## config.mk

```make
export PLATFORM = sky130hd
export DESIGN_NAME = sedentary_break_monitor
export DESIGN_NICKNAME = d
export VERILOG_FILES = /design/src/hw/rtl/sbm_pkg.sv /design/src/hw/rtl/sbm_front.sv /design/src/hw/rtl/sbm_queue.sv /design/src/hw/rtl/sbm_divider.sv /design/src/hw/rtl/sbm_back.sv /design/src/hw/rtl/sedentary_break_monitor.sv
export SDC_FILE = /design/constraint.sdc
export NUM_CORES = 1
export LEC_CHECK = 0
export ABC_CLOCK_PERIOD_IN_PS = 7950
export BUFFER_PORTS_ARGS = -buffer_cell sky130_fd_sc_hd__buf_2
export CORE_UTILIZATION = 45
export CTS_CLUSTER_DIAMETER = 40
export DETAILED_ROUTE_END_ITERATION = 8
export GPL_TIMING_DRIVEN = 0
export PLACE_DENSITY_LB_ADDON = 0.1
export SYNTH_ARGS = -nofsm -noshare
export SYNTH_HDL_FRONTEND = slang
export SYNTH_SLANG_ARGS = --single-unit
export TNS_END_PERCENT = 50
```

## constraint.sdc

```tcl
create_clock -name clk -period 7.95 [get_ports clk]
set_clock_uncertainty 0.1 [all_clocks]
set_input_delay 1.1925 -clock clk [delete_from_list [all_inputs] [get_ports clk]]
set_output_delay 1.1925 -clock clk [all_outputs]
set_load 0.01 [all_outputs]
```

## src/hw/rtl/sbm_pkg.sv

```systemverilog
// sbm_pkg: types, codes and constants shared by the break monitor modules
// no dependencies
package sbm_pkg;

  localparam int SECONDS_W = 14;
  localparam int ALARM_W   = 8;
  localparam int HOLD_W    = 3;
  localparam int INT_W     = 10;
  localparam int LED_W     = 7;
  localparam int SUM_W     = 18;
  localparam int COUNT_W   = 8;
  localparam int AVG_W     = 10;
  localparam int CFG_W     = 10;
  localparam int CFG_IDX_W = 2;
  localparam int MAG_W     = 17;

  localparam logic [SECONDS_W-1:0] SECONDS_MAX       = 14'd16383;
  localparam logic [ALARM_W-1:0]   ALARM_SECONDS_MAX = 8'd255;
  localparam logic [HOLD_W-1:0]    HOLD_SAT          = 3'd7;
  localparam int                   SECONDS_PER_MIN   = 60;
  localparam int                   WALK_GRACE_S      = 3;

  // intensity = sum / 100 as (sum * RECIP_100) >> RECIP_100_SHIFT, exact for sum < 2^17
  localparam logic [17:0] RECIP_100       = 18'd167773;
  localparam int          RECIP_100_SHIFT = 24;
  // led = (i - 10) * 100 / 490 as ((i - 10) * LED_RECIP) >> LED_SHIFT, exact for i < 1024
  localparam logic [15:0] LED_RECIP       = 16'd53500;
  localparam int          LED_SHIFT       = 18;
  localparam logic [INT_W-1:0] LED_OFFSET = 10'd10;
  localparam logic [LED_W-1:0] LED_MAX    = 7'd100;

  localparam int QUEUE_DEPTH = 4;

  localparam logic [9:0] RST_THRESHOLD    = 10'd250;
  localparam logic [7:0] RST_SIT_MINUTES  = 8'd30;
  localparam logic [2:0] RST_WALK_MINUTES = 3'd1;
  localparam logic [7:0] RST_MUTE_DELAY   = 8'd3;

  localparam logic OP_TICK   = 1'b0;
  localparam logic OP_SAMPLE = 1'b1;

  typedef enum logic [CFG_IDX_W-1:0] {
    CFG_THRESHOLD    = 2'd0,
    CFG_SIT_MINUTES  = 2'd1,
    CFG_WALK_MINUTES = 2'd2,
    CFG_MUTE_DELAY   = 2'd3
  } cfg_reg_t;

  typedef enum logic [1:0] {
    ST_SIT   = 2'd0,
    ST_ALARM = 2'd1,
    ST_WALK  = 2'd2
  } stage_t;

  typedef enum logic [2:0] {
    EV_NONE         = 3'd0,
    EV_ALARM_START  = 3'd1,
    EV_WALK_START   = 3'd2,
    EV_SUFFICIENT   = 3'd3,
    EV_INSUFFICIENT = 3'd4,
    EV_MUTED        = 3'd5
  } event_t;

  typedef enum logic {
    BK_RUN = 1'b0,
    BK_DIV = 1'b1
  } back_mode_t;

  typedef struct packed {
    logic               opcode;
    logic               button_pressed;
    logic signed [15:0] gyro_x;
    logic signed [15:0] gyro_y;
    logic signed [15:0] gyro_z;
  } in_item_t;

  typedef struct packed {
    logic [1:0]       stage_now;
    logic             sound_on;
    logic [2:0]       event_code;
    logic [AVG_W-1:0] activity_average;
    logic [LED_W-1:0] led_level;
  } out_item_t;

  // classified request as it sits in the queue
  typedef struct packed {
    logic             opcode;
    logic             button_pressed;
    logic [INT_W-1:0] intensity;
    logic [LED_W-1:0] led;
  } q_item_t;

  typedef struct packed {
    logic               start;
    logic [SUM_W-1:0]   dividend;
    logic [COUNT_W-1:0] divisor;
  } div_req_t;

  typedef struct packed {
    logic             done;
    logic [SUM_W-1:0] quotient;
  } div_rsp_t;

endpackage

```

## src/hw/rtl/sbm_front.sv

```systemverilog
// sbm_front: three-stage front pipeline, gyro magnitude, intensity and led level
// depends on sbm_pkg; feeds sbm_queue
module sbm_front
  import sbm_pkg::*;
(
  input  logic     clk,
  input  logic     rst,
  input  logic     in_valid,
  output logic     in_stall,
  input  in_item_t in_data,
  output logic     push,
  output q_item_t  push_item,
  input  logic     q_full
);

  function automatic logic [MAG_W-1:0] mag16(input logic signed [15:0] v);
    mag16 = v[15] ? ({1'b0, ~v} + 17'd1) : {1'b0, v};
  endfunction

  logic                  move;
  logic                  s1_valid, s2_valid, s3_valid;
  logic                  s1_op, s2_op, s3_op;
  logic                  s1_btn, s2_btn, s3_btn;
  logic [MAG_W-1:0]      s1_sum;
  logic [INT_W-1:0]      s2_int, s3_int;
  logic [LED_W-1:0]      s3_led;
  logic [MAG_W-1:0]      mag_sum;
  logic [34:0]           int_prod;
  logic [INT_W-1:0]      int_val;
  logic [INT_W-1:0]      led_diff;
  logic [25:0]           led_prod;
  logic [7:0]            led_raw;
  logic [LED_W-1:0]      led_val;

  assign move     = !s3_valid || !q_full;
  assign in_stall = !move;

  assign mag_sum = mag16(in_data.gyro_x) + mag16(in_data.gyro_y) + mag16(in_data.gyro_z);

  assign int_prod = 35'(s1_sum) * 35'(RECIP_100);
  assign int_val  = INT_W'(int_prod >> RECIP_100_SHIFT);

  assign led_diff = (s2_int > LED_OFFSET) ? (s2_int - LED_OFFSET) : '0;
  assign led_prod = 26'(led_diff) * 26'(LED_RECIP);
  assign led_raw  = 8'(led_prod >> LED_SHIFT);
  assign led_val  = (led_raw > 8'(LED_MAX)) ? LED_MAX : LED_W'(led_raw);

  always_ff @(posedge clk) begin
    if (rst) begin
      s1_valid <= 1'b0;
      s2_valid <= 1'b0;
      s3_valid <= 1'b0;
    end else if (move) begin
      s1_valid <= in_valid;
      s2_valid <= s1_valid;
      s3_valid <= s2_valid;
    end
  end

  always_ff @(posedge clk) begin
    if (move) begin
      s1_op  <= in_data.opcode;
      s1_btn <= in_data.button_pressed;
      s1_sum <= mag_sum;
      s2_op  <= s1_op;
      s2_btn <= s1_btn;
      s2_int <= int_val;
      s3_op  <= s2_op;
      s3_btn <= s2_btn;
      s3_int <= s2_int;
      s3_led <= led_val;
    end
  end

  assign push                     = s3_valid && !q_full;
  assign push_item.opcode         = s3_op;
  assign push_item.button_pressed = s3_btn;
  assign push_item.intensity      = s3_int;
  assign push_item.led            = s3_led;

endmodule

```

## src/hw/rtl/sbm_queue.sv

```systemverilog
// sbm_queue: short fifo of classified requests between front and back
// depends on sbm_pkg
module sbm_queue
  import sbm_pkg::*;
(
  input  logic    clk,
  input  logic    rst,
  input  logic    push,
  input  q_item_t push_item,
  output logic    full,
  input  logic    pop,
  output logic    empty,
  output q_item_t head
);

  localparam int QW = $clog2(QUEUE_DEPTH);

  q_item_t         entries [QUEUE_DEPTH];
  logic [QW-1:0]   wr_ptr, rd_ptr;
  logic [QW:0]     count;

  assign full  = (count == (QW+1)'(QUEUE_DEPTH));
  assign empty = (count == '0);
  assign head  = entries[rd_ptr];

  // depth is a power of two, pointers wrap on their own
  always_ff @(posedge clk) begin
    if (rst) begin
      wr_ptr <= '0;
      rd_ptr <= '0;
      count  <= '0;
    end else begin
      if (push) wr_ptr <= wr_ptr + 1'b1;
      if (pop)  rd_ptr <= rd_ptr + 1'b1;
      if (push && !pop) count <= count + 1'b1;
      else if (pop && !push) count <= count - 1'b1;
    end
  end

  always_ff @(posedge clk) begin
    if (push) entries[wr_ptr] <= push_item;
  end

endmodule

```

## src/hw/rtl/sbm_divider.sv

```systemverilog
// sbm_divider: restoring divider, one quotient bit per cycle, for the walk average
// depends on sbm_pkg
module sbm_divider
  import sbm_pkg::*;
(
  input  logic     clk,
  input  logic     rst,
  input  div_req_t req,
  output div_rsp_t rsp
);

  localparam logic [4:0] LAST_STEP = 5'(SUM_W - 1);

  logic               busy, done;
  logic [4:0]         step;
  logic [COUNT_W-1:0] rem;
  logic [SUM_W-1:0]   quo;
  logic [COUNT_W-1:0] dvs;
  logic [COUNT_W:0]   shifted;
  logic               fits;

  assign shifted = {rem, quo[SUM_W-1]};
  assign fits    = (shifted >= {1'b0, dvs});

  always_ff @(posedge clk) begin
    if (rst) begin
      busy <= 1'b0;
      done <= 1'b0;
      step <= '0;
    end else if (req.start) begin
      busy <= 1'b1;
      done <= 1'b0;
      step <= '0;
    end else if (busy) begin
      step <= step + 1'b1;
      if (step == LAST_STEP) begin
        busy <= 1'b0;
        done <= 1'b1;
      end
    end
  end

  always_ff @(posedge clk) begin
    if (req.start) begin
      rem <= '0;
      quo <= req.dividend;
      dvs <= req.divisor;
    end else if (busy) begin
      rem <= fits ? COUNT_W'(shifted - {1'b0, dvs}) : shifted[COUNT_W-1:0];
      quo <= {quo[SUM_W-2:0], fits};
    end
  end

  assign rsp.done     = done;
  assign rsp.quotient = quo;

endmodule

```

## src/hw/rtl/sbm_back.sv

```systemverilog
// sbm_back: stage controller, timers, walk accumulation and result register
// depends on sbm_pkg; drives sbm_divider, pops sbm_queue
module sbm_back
  import sbm_pkg::*;
#(
  parameter int SAMPLE_PERIOD_S = 2,
  parameter int MAX_READINGS    = 150,
  parameter int HOLD_SECONDS    = 5
) (
  input  logic                 clk,
  input  logic                 rst,
  input  logic                 cfg_we,
  input  logic [CFG_IDX_W-1:0] cfg_index,
  input  logic [CFG_W-1:0]     cfg_data,
  input  logic                 q_empty,
  input  q_item_t              q_head,
  output logic                 pop,
  output div_req_t             div_req,
  input  div_rsp_t             div_rsp,
  output logic                 out_valid,
  input  logic                 out_stall,
  output out_item_t            out_data
);

  localparam int PW = (SAMPLE_PERIOD_S > 1) ? $clog2(SAMPLE_PERIOD_S) : 1;
  localparam int unsigned RAW_TARGET [8] = '{
    0,
    1 * SECONDS_PER_MIN / SAMPLE_PERIOD_S,
    2 * SECONDS_PER_MIN / SAMPLE_PERIOD_S,
    3 * SECONDS_PER_MIN / SAMPLE_PERIOD_S,
    4 * SECONDS_PER_MIN / SAMPLE_PERIOD_S,
    5 * SECONDS_PER_MIN / SAMPLE_PERIOD_S,
    6 * SECONDS_PER_MIN / SAMPLE_PERIOD_S,
    7 * SECONDS_PER_MIN / SAMPLE_PERIOD_S
  };

  logic [9:0] walk_threshold;
  logic [7:0] sitting_minutes;
  logic [2:0] walking_minutes;
  logic [7:0] mute_delay;

  back_mode_t         mode, mode_next;
  stage_t             stage, stage_next;
  logic [SECONDS_W-1:0] stage_seconds, stage_seconds_next;
  logic [PW-1:0]      phase, phase_next;
  logic [ALARM_W-1:0] alarm_seconds, alarm_seconds_next;
  logic               sound_enabled, sound_enabled_next;
  logic               hold_pending, hold_pending_next;
  logic [HOLD_W-1:0]  hold_seconds, hold_seconds_next;
  logic [INT_W-1:0]   intensity_latest, intensity_latest_next;
  logic [LED_W-1:0]   led_latest, led_latest_next;
  logic [SUM_W-1:0]   activity_sum, activity_sum_next;
  logic [COUNT_W-1:0] reading_count, reading_count_next;
  logic [AVG_W-1:0]   last_average, last_average_next;
  logic               out_valid_next;
  out_item_t          out_data_next;

  logic               out_free;
  logic               emit;
  event_t             ev;
  logic               enter;
  stage_t             enter_target;
  logic [SECONDS_W-1:0] ss_inc;
  logic [PW-1:0]      phase_inc;
  logic [HOLD_W-1:0]  hs_inc;
  logic [ALARM_W-1:0] as_inc;
  logic [SECONDS_W-1:0] sit_limit;
  logic [8:0]         walk_limit;
  logic [COUNT_W-1:0] target;
  logic [AVG_W-1:0]   avg;

  always_ff @(posedge clk) begin
    if (rst) begin
      walk_threshold  <= RST_THRESHOLD;
      sitting_minutes <= RST_SIT_MINUTES;
      walking_minutes <= RST_WALK_MINUTES;
      mute_delay      <= RST_MUTE_DELAY;
    end else if (cfg_we) begin
      unique case (cfg_index)
        CFG_THRESHOLD:    walk_threshold  <= cfg_data[9:0];
        CFG_SIT_MINUTES:  sitting_minutes <= cfg_data[7:0];
        CFG_WALK_MINUTES: walking_minutes <= cfg_data[2:0];
        CFG_MUTE_DELAY:   mute_delay      <= cfg_data[7:0];
        default: ;
      endcase
    end
  end

  assign out_free = !out_valid || !out_stall;
  assign pop      = (mode == BK_RUN) && !q_empty && out_free;

  assign ss_inc     = (stage_seconds < SECONDS_MAX) ? stage_seconds + 1'b1 : stage_seconds;
  assign phase_inc  = (phase == PW'(SAMPLE_PERIOD_S - 1)) ? '0 : phase + 1'b1;
  assign hs_inc     = (hold_seconds < HOLD_SAT) ? hold_seconds + 1'b1 : hold_seconds;
  assign as_inc     = (alarm_seconds < ALARM_SECONDS_MAX) ? alarm_seconds + 1'b1
                                                          : alarm_seconds;
  assign sit_limit  = SECONDS_W'(sitting_minutes) * SECONDS_W'(SECONDS_PER_MIN);
  assign walk_limit = 9'(walking_minutes) * 9'(SECONDS_PER_MIN) + 9'(WALK_GRACE_S);
  assign target     = (RAW_TARGET[walking_minutes] > MAX_READINGS)
                      ? COUNT_W'(MAX_READINGS) : COUNT_W'(RAW_TARGET[walking_minutes]);
  // no readings taken: average is zero whatever the divider holds
  assign avg        = (reading_count == '0) ? '0 : div_rsp.quotient[AVG_W-1:0];

  always_ff @(posedge clk) begin
    if (rst) mode <= BK_RUN;
    else     mode <= mode_next;
  end

  always_comb begin
    mode_next             = mode;
    stage_next            = stage;
    stage_seconds_next    = stage_seconds;
    phase_next            = phase;
    alarm_seconds_next    = alarm_seconds;
    sound_enabled_next    = sound_enabled;
    hold_pending_next     = hold_pending;
    hold_seconds_next     = hold_seconds;
    intensity_latest_next = intensity_latest;
    led_latest_next       = led_latest;
    activity_sum_next     = activity_sum;
    reading_count_next    = reading_count;
    last_average_next     = last_average;
    emit                  = 1'b0;
    ev                    = EV_NONE;
    enter                 = 1'b0;
    enter_target          = ST_SIT;
    div_req.start         = 1'b0;
    div_req.dividend      = '0;
    div_req.divisor       = '0;

    unique case (mode)
      BK_RUN: begin
        if (pop) begin
          emit = 1'b1;
          if (q_head.opcode == OP_SAMPLE) begin
            intensity_latest_next = q_head.intensity;
            led_latest_next       = q_head.led;
          end else begin
            stage_seconds_next = ss_inc;
            phase_next         = phase_inc;
            unique case (stage)
              ST_SIT: begin
                if (ss_inc >= sit_limit) begin
                  enter        = 1'b1;
                  enter_target = ST_ALARM;
                  ev           = EV_ALARM_START;
                end else if (hold_pending) begin
                  hold_seconds_next = hs_inc;
                  if (hs_inc >= HOLD_W'(HOLD_SECONDS)) begin
                    hold_pending_next = 1'b0;
                    hold_seconds_next = '0;
                    if (q_head.button_pressed) begin
                      enter        = 1'b1;
                      enter_target = ST_ALARM;
                      ev           = EV_ALARM_START;
                    end
                  end
                end else if (q_head.button_pressed) begin
                  hold_pending_next = 1'b1;
                  hold_seconds_next = '0;
                end
              end
              ST_ALARM: begin
                alarm_seconds_next = as_inc;
                // mute first, a press on the same tick still starts the walk
                if (sound_enabled && as_inc >= mute_delay) begin
                  sound_enabled_next = 1'b0;
                  ev                 = EV_MUTED;
                end
                if (q_head.button_pressed) begin
                  enter        = 1'b1;
                  enter_target = ST_WALK;
                  ev           = EV_WALK_START;
                end
              end
              ST_WALK: begin
                if (phase_inc == '0 && reading_count < target) begin
                  activity_sum_next  = activity_sum + SUM_W'(intensity_latest);
                  reading_count_next = reading_count + 1'b1;
                end
                if (ss_inc >= SECONDS_W'(walk_limit)) begin
                  // result waits for the average
                  emit             = 1'b0;
                  mode_next        = BK_DIV;
                  div_req.start    = 1'b1;
                  div_req.dividend = activity_sum_next;
                  div_req.divisor  = reading_count_next;
                end
              end
              default: begin
                enter        = 1'b1;
                enter_target = ST_SIT;
              end
            endcase
          end
        end
      end
      BK_DIV: begin
        if (div_rsp.done && out_free) begin
          emit              = 1'b1;
          mode_next         = BK_RUN;
          last_average_next = avg;
          enter             = 1'b1;
          if (avg > walk_threshold) begin
            enter_target = ST_SIT;
            ev           = EV_SUFFICIENT;
          end else begin
            enter_target = ST_ALARM;
            ev           = EV_INSUFFICIENT;
          end
        end
      end
      default: mode_next = BK_RUN;
    endcase

    if (enter) begin
      stage_next         = enter_target;
      stage_seconds_next = '0;
      phase_next         = '0;
      hold_pending_next  = 1'b0;
      hold_seconds_next  = '0;
      if (enter_target == ST_ALARM) begin
        alarm_seconds_next = '0;
        sound_enabled_next = 1'b1;
      end else begin
        sound_enabled_next = 1'b0;
      end
      if (enter_target == ST_WALK) begin
        activity_sum_next  = '0;
        reading_count_next = '0;
      end
    end

    out_data_next.stage_now        = stage_next;
    out_data_next.sound_on         = (stage_next == ST_ALARM) && sound_enabled_next;
    out_data_next.event_code       = ev;
    out_data_next.activity_average = last_average_next;
    out_data_next.led_level        = led_latest_next;

    if (emit)          out_valid_next = 1'b1;
    else if (out_free) out_valid_next = 1'b0;
    else               out_valid_next = out_valid;
  end

  always_ff @(posedge clk) begin
    if (rst) begin
      stage            <= ST_SIT;
      stage_seconds    <= '0;
      phase            <= '0;
      alarm_seconds    <= '0;
      sound_enabled    <= 1'b0;
      hold_pending     <= 1'b0;
      hold_seconds     <= '0;
      intensity_latest <= '0;
      led_latest       <= '0;
      activity_sum     <= '0;
      reading_count    <= '0;
      last_average     <= '0;
      out_valid        <= 1'b0;
    end else begin
      stage            <= stage_next;
      stage_seconds    <= stage_seconds_next;
      phase            <= phase_next;
      alarm_seconds    <= alarm_seconds_next;
      sound_enabled    <= sound_enabled_next;
      hold_pending     <= hold_pending_next;
      hold_seconds     <= hold_seconds_next;
      intensity_latest <= intensity_latest_next;
      led_latest       <= led_latest_next;
      activity_sum     <= activity_sum_next;
      reading_count    <= reading_count_next;
      last_average     <= last_average_next;
      out_valid        <= out_valid_next;
    end
  end

  always_ff @(posedge clk) begin
    if (emit) out_data <= out_data_next;
  end

endmodule

```

## src/hw/rtl/sedentary_break_monitor.sv

```systemverilog
// sedentary_break_monitor: top level of the sitting / alarm / walking reminder
// depends on sbm_pkg, sbm_front, sbm_queue, sbm_divider, sbm_back
//
// input channel (in_valid / in_stall / in_data) takes one-second ticks with the
// button level, or gyro samples; every request gives exactly one result on the
// output channel (out_valid / out_stall / out_data), in order.
// configuration: cfg_we writes cfg_data into register cfg_index at the clock
// edge (0 threshold, 1 sitting minutes, 2 walking minutes, 3 mute delay);
// write only while no request is in flight.
// path: a request passes three front stages, the queue and the result register
// before out_valid rises. the tick that ends a walk period runs the average
// through the bit-serial divider first; the back holds the queue during that
// time while the front keeps filling it. throughput: one request per cycle
// while out_stall is low, except the walk-ending tick as above.
// a stalled result stays in the output register; the four-entry queue and the
// front pipeline absorb further requests before in_stall rises.
// reset (rst, synchronous): stage sitting, all timers and sums cleared,
// registers back to 250 / 30 / 1 / 3, no result pending.
module sedentary_break_monitor
  import sbm_pkg::*;
#(
  parameter int SAMPLE_PERIOD_S = 2,
  parameter int MAX_READINGS    = 150,
  parameter int HOLD_SECONDS    = 5
) (
  input  logic                 clk,
  input  logic                 rst,
  input  logic                 in_valid,
  output logic                 in_stall,
  input  in_item_t             in_data,
  output logic                 out_valid,
  input  logic                 out_stall,
  output out_item_t            out_data,
  input  logic                 cfg_we,
  input  logic [CFG_IDX_W-1:0] cfg_index,
  input  logic [CFG_W-1:0]     cfg_data
);

  logic     push, q_full, q_empty, pop;
  q_item_t  push_item, q_head;
  div_req_t div_req;
  div_rsp_t div_rsp;

  sbm_front u_front (
    .clk       (clk),
    .rst       (rst),
    .in_valid  (in_valid),
    .in_stall  (in_stall),
    .in_data   (in_data),
    .push      (push),
    .push_item (push_item),
    .q_full    (q_full)
  );

  sbm_queue u_queue (
    .clk       (clk),
    .rst       (rst),
    .push      (push),
    .push_item (push_item),
    .full      (q_full),
    .pop       (pop),
    .empty     (q_empty),
    .head      (q_head)
  );

  sbm_divider u_div (
    .clk (clk),
    .rst (rst),
    .req (div_req),
    .rsp (div_rsp)
  );

  sbm_back #(
    .SAMPLE_PERIOD_S (SAMPLE_PERIOD_S),
    .MAX_READINGS    (MAX_READINGS),
    .HOLD_SECONDS    (HOLD_SECONDS)
  ) u_back (
    .clk       (clk),
    .rst       (rst),
    .cfg_we    (cfg_we),
    .cfg_index (cfg_index),
    .cfg_data  (cfg_data),
    .q_empty   (q_empty),
    .q_head    (q_head),
    .pop       (pop),
    .div_req   (div_req),
    .div_rsp   (div_rsp),
    .out_valid (out_valid),
    .out_stall (out_stall),
    .out_data  (out_data)
  );

  // buzzer only sounds in alarm
  a_sound_in_alarm: assert property (@(posedge clk) disable iff (rst)
    out_valid && out_data.sound_on |-> out_data.stage_now == ST_ALARM)
    else $error("sound on outside alarm stage");

  a_alarm_start: assert property (@(posedge clk) disable iff (rst)
    out_valid && out_data.event_code == EV_ALARM_START
    |-> out_data.stage_now == ST_ALARM && out_data.sound_on)
    else $error("alarm start without sounding alarm");

  a_walk_start: assert property (@(posedge clk) disable iff (rst)
    out_valid && out_data.event_code == EV_WALK_START |-> out_data.stage_now == ST_WALK)
    else $error("walk start not in walking stage");

  a_check_stage: assert property (@(posedge clk) disable iff (rst)
    out_valid && (out_data.event_code == EV_SUFFICIENT
                  || out_data.event_code == EV_INSUFFICIENT)
    |-> out_data.stage_now != ST_WALK)
    else $error("walk check left the stage in walking");

  a_led_range: assert property (@(posedge clk) disable iff (rst)
    out_valid |-> out_data.led_level <= LED_MAX)
    else $error("led level above full scale");

endmodule
```

==> impl_metrics.ini <==
[sta]
hold_viol = 0
worst_slew_pin_slew_ns = 1.165
drv_slew = 0
fin_crit_ns = 7.419
rsz0062_at_grt = false
period_share_pct = 93.32
fmax_mhz = 134.8
finalSetupTns_ns = 0
slew_headroom_pct = 21.67
setup_viol = 0

[die]
die_area_sq_um = 55760
start_util_pct = 45.66
die_w_um = 236.1
core_sq_um = 54030
die_h_um = 236.1
rows = 85
ios = 92

[placed_design]
hpwl_mm = 42.60
place_area_sq_um = 26020
place.port_buffers = 91
placed_cells_incl_taps = 3215
place.gp.congestion = 0.8863

[cells_and_area]
diodes = 0
final_cell_mix = 350 x inv_1, 335 x ha_1, 194 x nand2_1
n_fill_cell = 4914
layout-drive-gt1-share_pct = 9.852
fin_nets = 3167
ff_latch_area_sq_um = 8078
stdcell_area_sq_um = 28230
multi_input_area_sq_um = 15060
mostFrequentLayoutCell = inv_1
fin_cells = 3335
syn_to_final_growth_pct = 14.42

[detailed_routing]
ant_nets = 0
drtPass1Iterations = 5
drc = 0
routed-via-count = 17170
vias_per_cell = 5.148
drtIter0Drc = 679
routed_wl_mm = 53.44
route.detailed.wl_per_inst_um = 16.02

[yosys]
seq_area_frac_synth_pct = 32.74
yosysTopAreaCellShare_pct = 21.30
ys_types = 70
synth_cells = 2427
synthTopCellsByArea = edfxtp_1 21%, ha_1 17%, fa_1 14%
ys_async_sr_fraction_pct = 0
yosysTopAreaCell = edfxtp_1
avgSynthCellArea_sq_um = 10.16
synth_seq_cells = 316
synth_nets = 3006
synth-main-ff-cell = edfxtp_1
synth_edf_count = 175
syn_area_sq_um = 24670
ys_warn_count = 0

[grt]
grt_overflow = 0
grt_max_degree = 28
grt_first_pass_wirelength_mm = 87.81
grt_pass1_vias = 17370
antenna_found_initial = 0
track_usage_pct = 19.62

[clocking]
postCtsHoldBufs = 0
cts_tree = built
cts.clk_slew.worst_paths_ns = 0.06
cts_setup_buffers = 0
post_cts_resized = 0
root_buffer = clkbuf_16
h-tree-depth = 3
ctsLongestPathBuffers = 3
numCtsBuffers = 67
insertion_delay_ns = 0.58
clock_sinks = 316

[worst_hold_path]
hp-class = reg -> reg

[critical_path]
critPathArrivalTime_ns = 7.66
endpoint_kind = flop
critical_path_class = reg -> reg
critPathMaxFanout = 9
required_ns = 8.19
cp-start-kind = flop

[flow_run]
maxCapViolations = 0

[outcome]
status = finished, final reports clean
[cell families (layout without fill, tap and decap cells)]
family | Yosys count | count (layout) | synth area share [%]
and+or+nand+nor | 632 | 632 | 12.09
adders and majority gates | 512 | 512 | 31.36
buffers and inverters | 404 | 616 | 6.188
AOI/OAI and AO/OA | 360 | 360 | 9.196
DFF | 316 | 316 | 32.74
xor gates and xnor gates | 159 | 159 | 5.645
muxes | 44 | 44 | 2.779
[registers in the layout, summed over array words and instances (netlist names), 8 cells and up, named ones only]
name                     flops
u_back.activity_sum         18
u_back.alarm_seconds         8
u_front.s1_sum              17
u_back.mute_delay            8
u_back.last_average         10
u_back.intensity_latest     10
u_back.sitting_minutes       8
u_front.s3_int              10
u_back.reading_count         8
u_back.stage_seconds        14
u_back.walk_threshold       10
u_back.out_data             23
u_div.dvs                    8
u_div.rem                    8
u_queue.entries             76
u_div.quo                   18
u_front.s2_int              10
[critical path, cell delays in order, from the launching register on]
cell       delay, ns
edfxtp_1        0.47
or4_1           0.61
a2111oi_4       0.47
or2_2           0.24
inv_1           0.13
fa_1            0.47
inv_1           0.18
fa_1            0.46
fa_1            0.51
fa_1            0.56
inv_1           0.04
ha_1            0.28
ha_1            0.31
a211o_1         0.29
a21oi_1         0.19
o21ai_0         0.26
a32oi_1         0.53
o211ai_1        0.21
o31a_1          0.28
xnor2_1         0.32
a31oi_1         0.10
and2_1          0.16
[through the flow]
stage | setup WS [ns] | hold slack, ns | utilization [%]
4_1_cts | 0.4764 | 0.3151 | 52.25
2_1_floorplan | 1.562 | 0.3003 | -
6_report | 0.5312 | 0.3121 | 52.25
3_5_place_dp | 0.5119 | 0.3045 | 48.15
5_1_grt | 0.1058 | 0.3263 | 52.25
3_3_place_gp | 0.5712 | 0.3042 | 48.11
[per-layer routing]
metal	part of all wire [%]	up-vias	track usage, %
li1	-	8614	-
met1	46	8275	25.40
met2	50	211	34.10
met3	2.9	69	2.809
met4	1.9	0	5.431
met5	0	-	0
[synthesized netlist by cell type (5+ instances only)]
cell type  number
a21boi_0        5
mux4_2         19
nand2_1       194
nor3_1         34
nor4_1          5
a21oi_1       122
o31ai_1        19
nor2_1        193
o211ai_1        6
ha_1          335
a21o_1         25
a211o_1        16
o21a_1         15
a31oi_1        12
buf_2           8
or3_1          11
buf_1           6
nand3_1        43
o21ai_0        78
dfxtp_1       141
nor3b_1         5
nor2b_1        33
fa_1          177
nand4_1        20
and2_1         14
mux2_2          5
nand2b_1       25
inv_1         351
edfxtp_1      175
or4_1           5
o41ai_1        10
mux2i_1        19
and3_1          9
o21bai_1        6
clkbuf_1       38
a211oi_1       15
xor2_1         48
or2_2          13
xnor2_1       111
[area by class of cell]
class / instances / share of cell area (%)
buffer: 52 / 0.7270
clock buffer: 80 / 6.480
clock inverter: 40 / 1.356
inverter: 352 / 4.681
multi-input combinational: 1707 / 53.37
sequential: 316 / 28.62
tap: 696 / 3.085
timing repair buffer: 92 / 1.684
[final timing paths]
kind                             to  slack (ns)               from  depth (start not counted)
setup / recovery  u_front.s3_led[1]        0.53  u_front.s2_int[7]                         21
hold / removal        u_front.s2_op        0.31      u_front.s1_op                          0
setup reg to reg  u_front.s3_led[1]        0.53  u_front.s2_int[7]                         21
hold reg to reg       u_front.s2_op        0.31      u_front.s1_op                          0
Power is not shown: default switching activity piles up to over one toggle a cycle in this logic, so the estimate is an artifact.
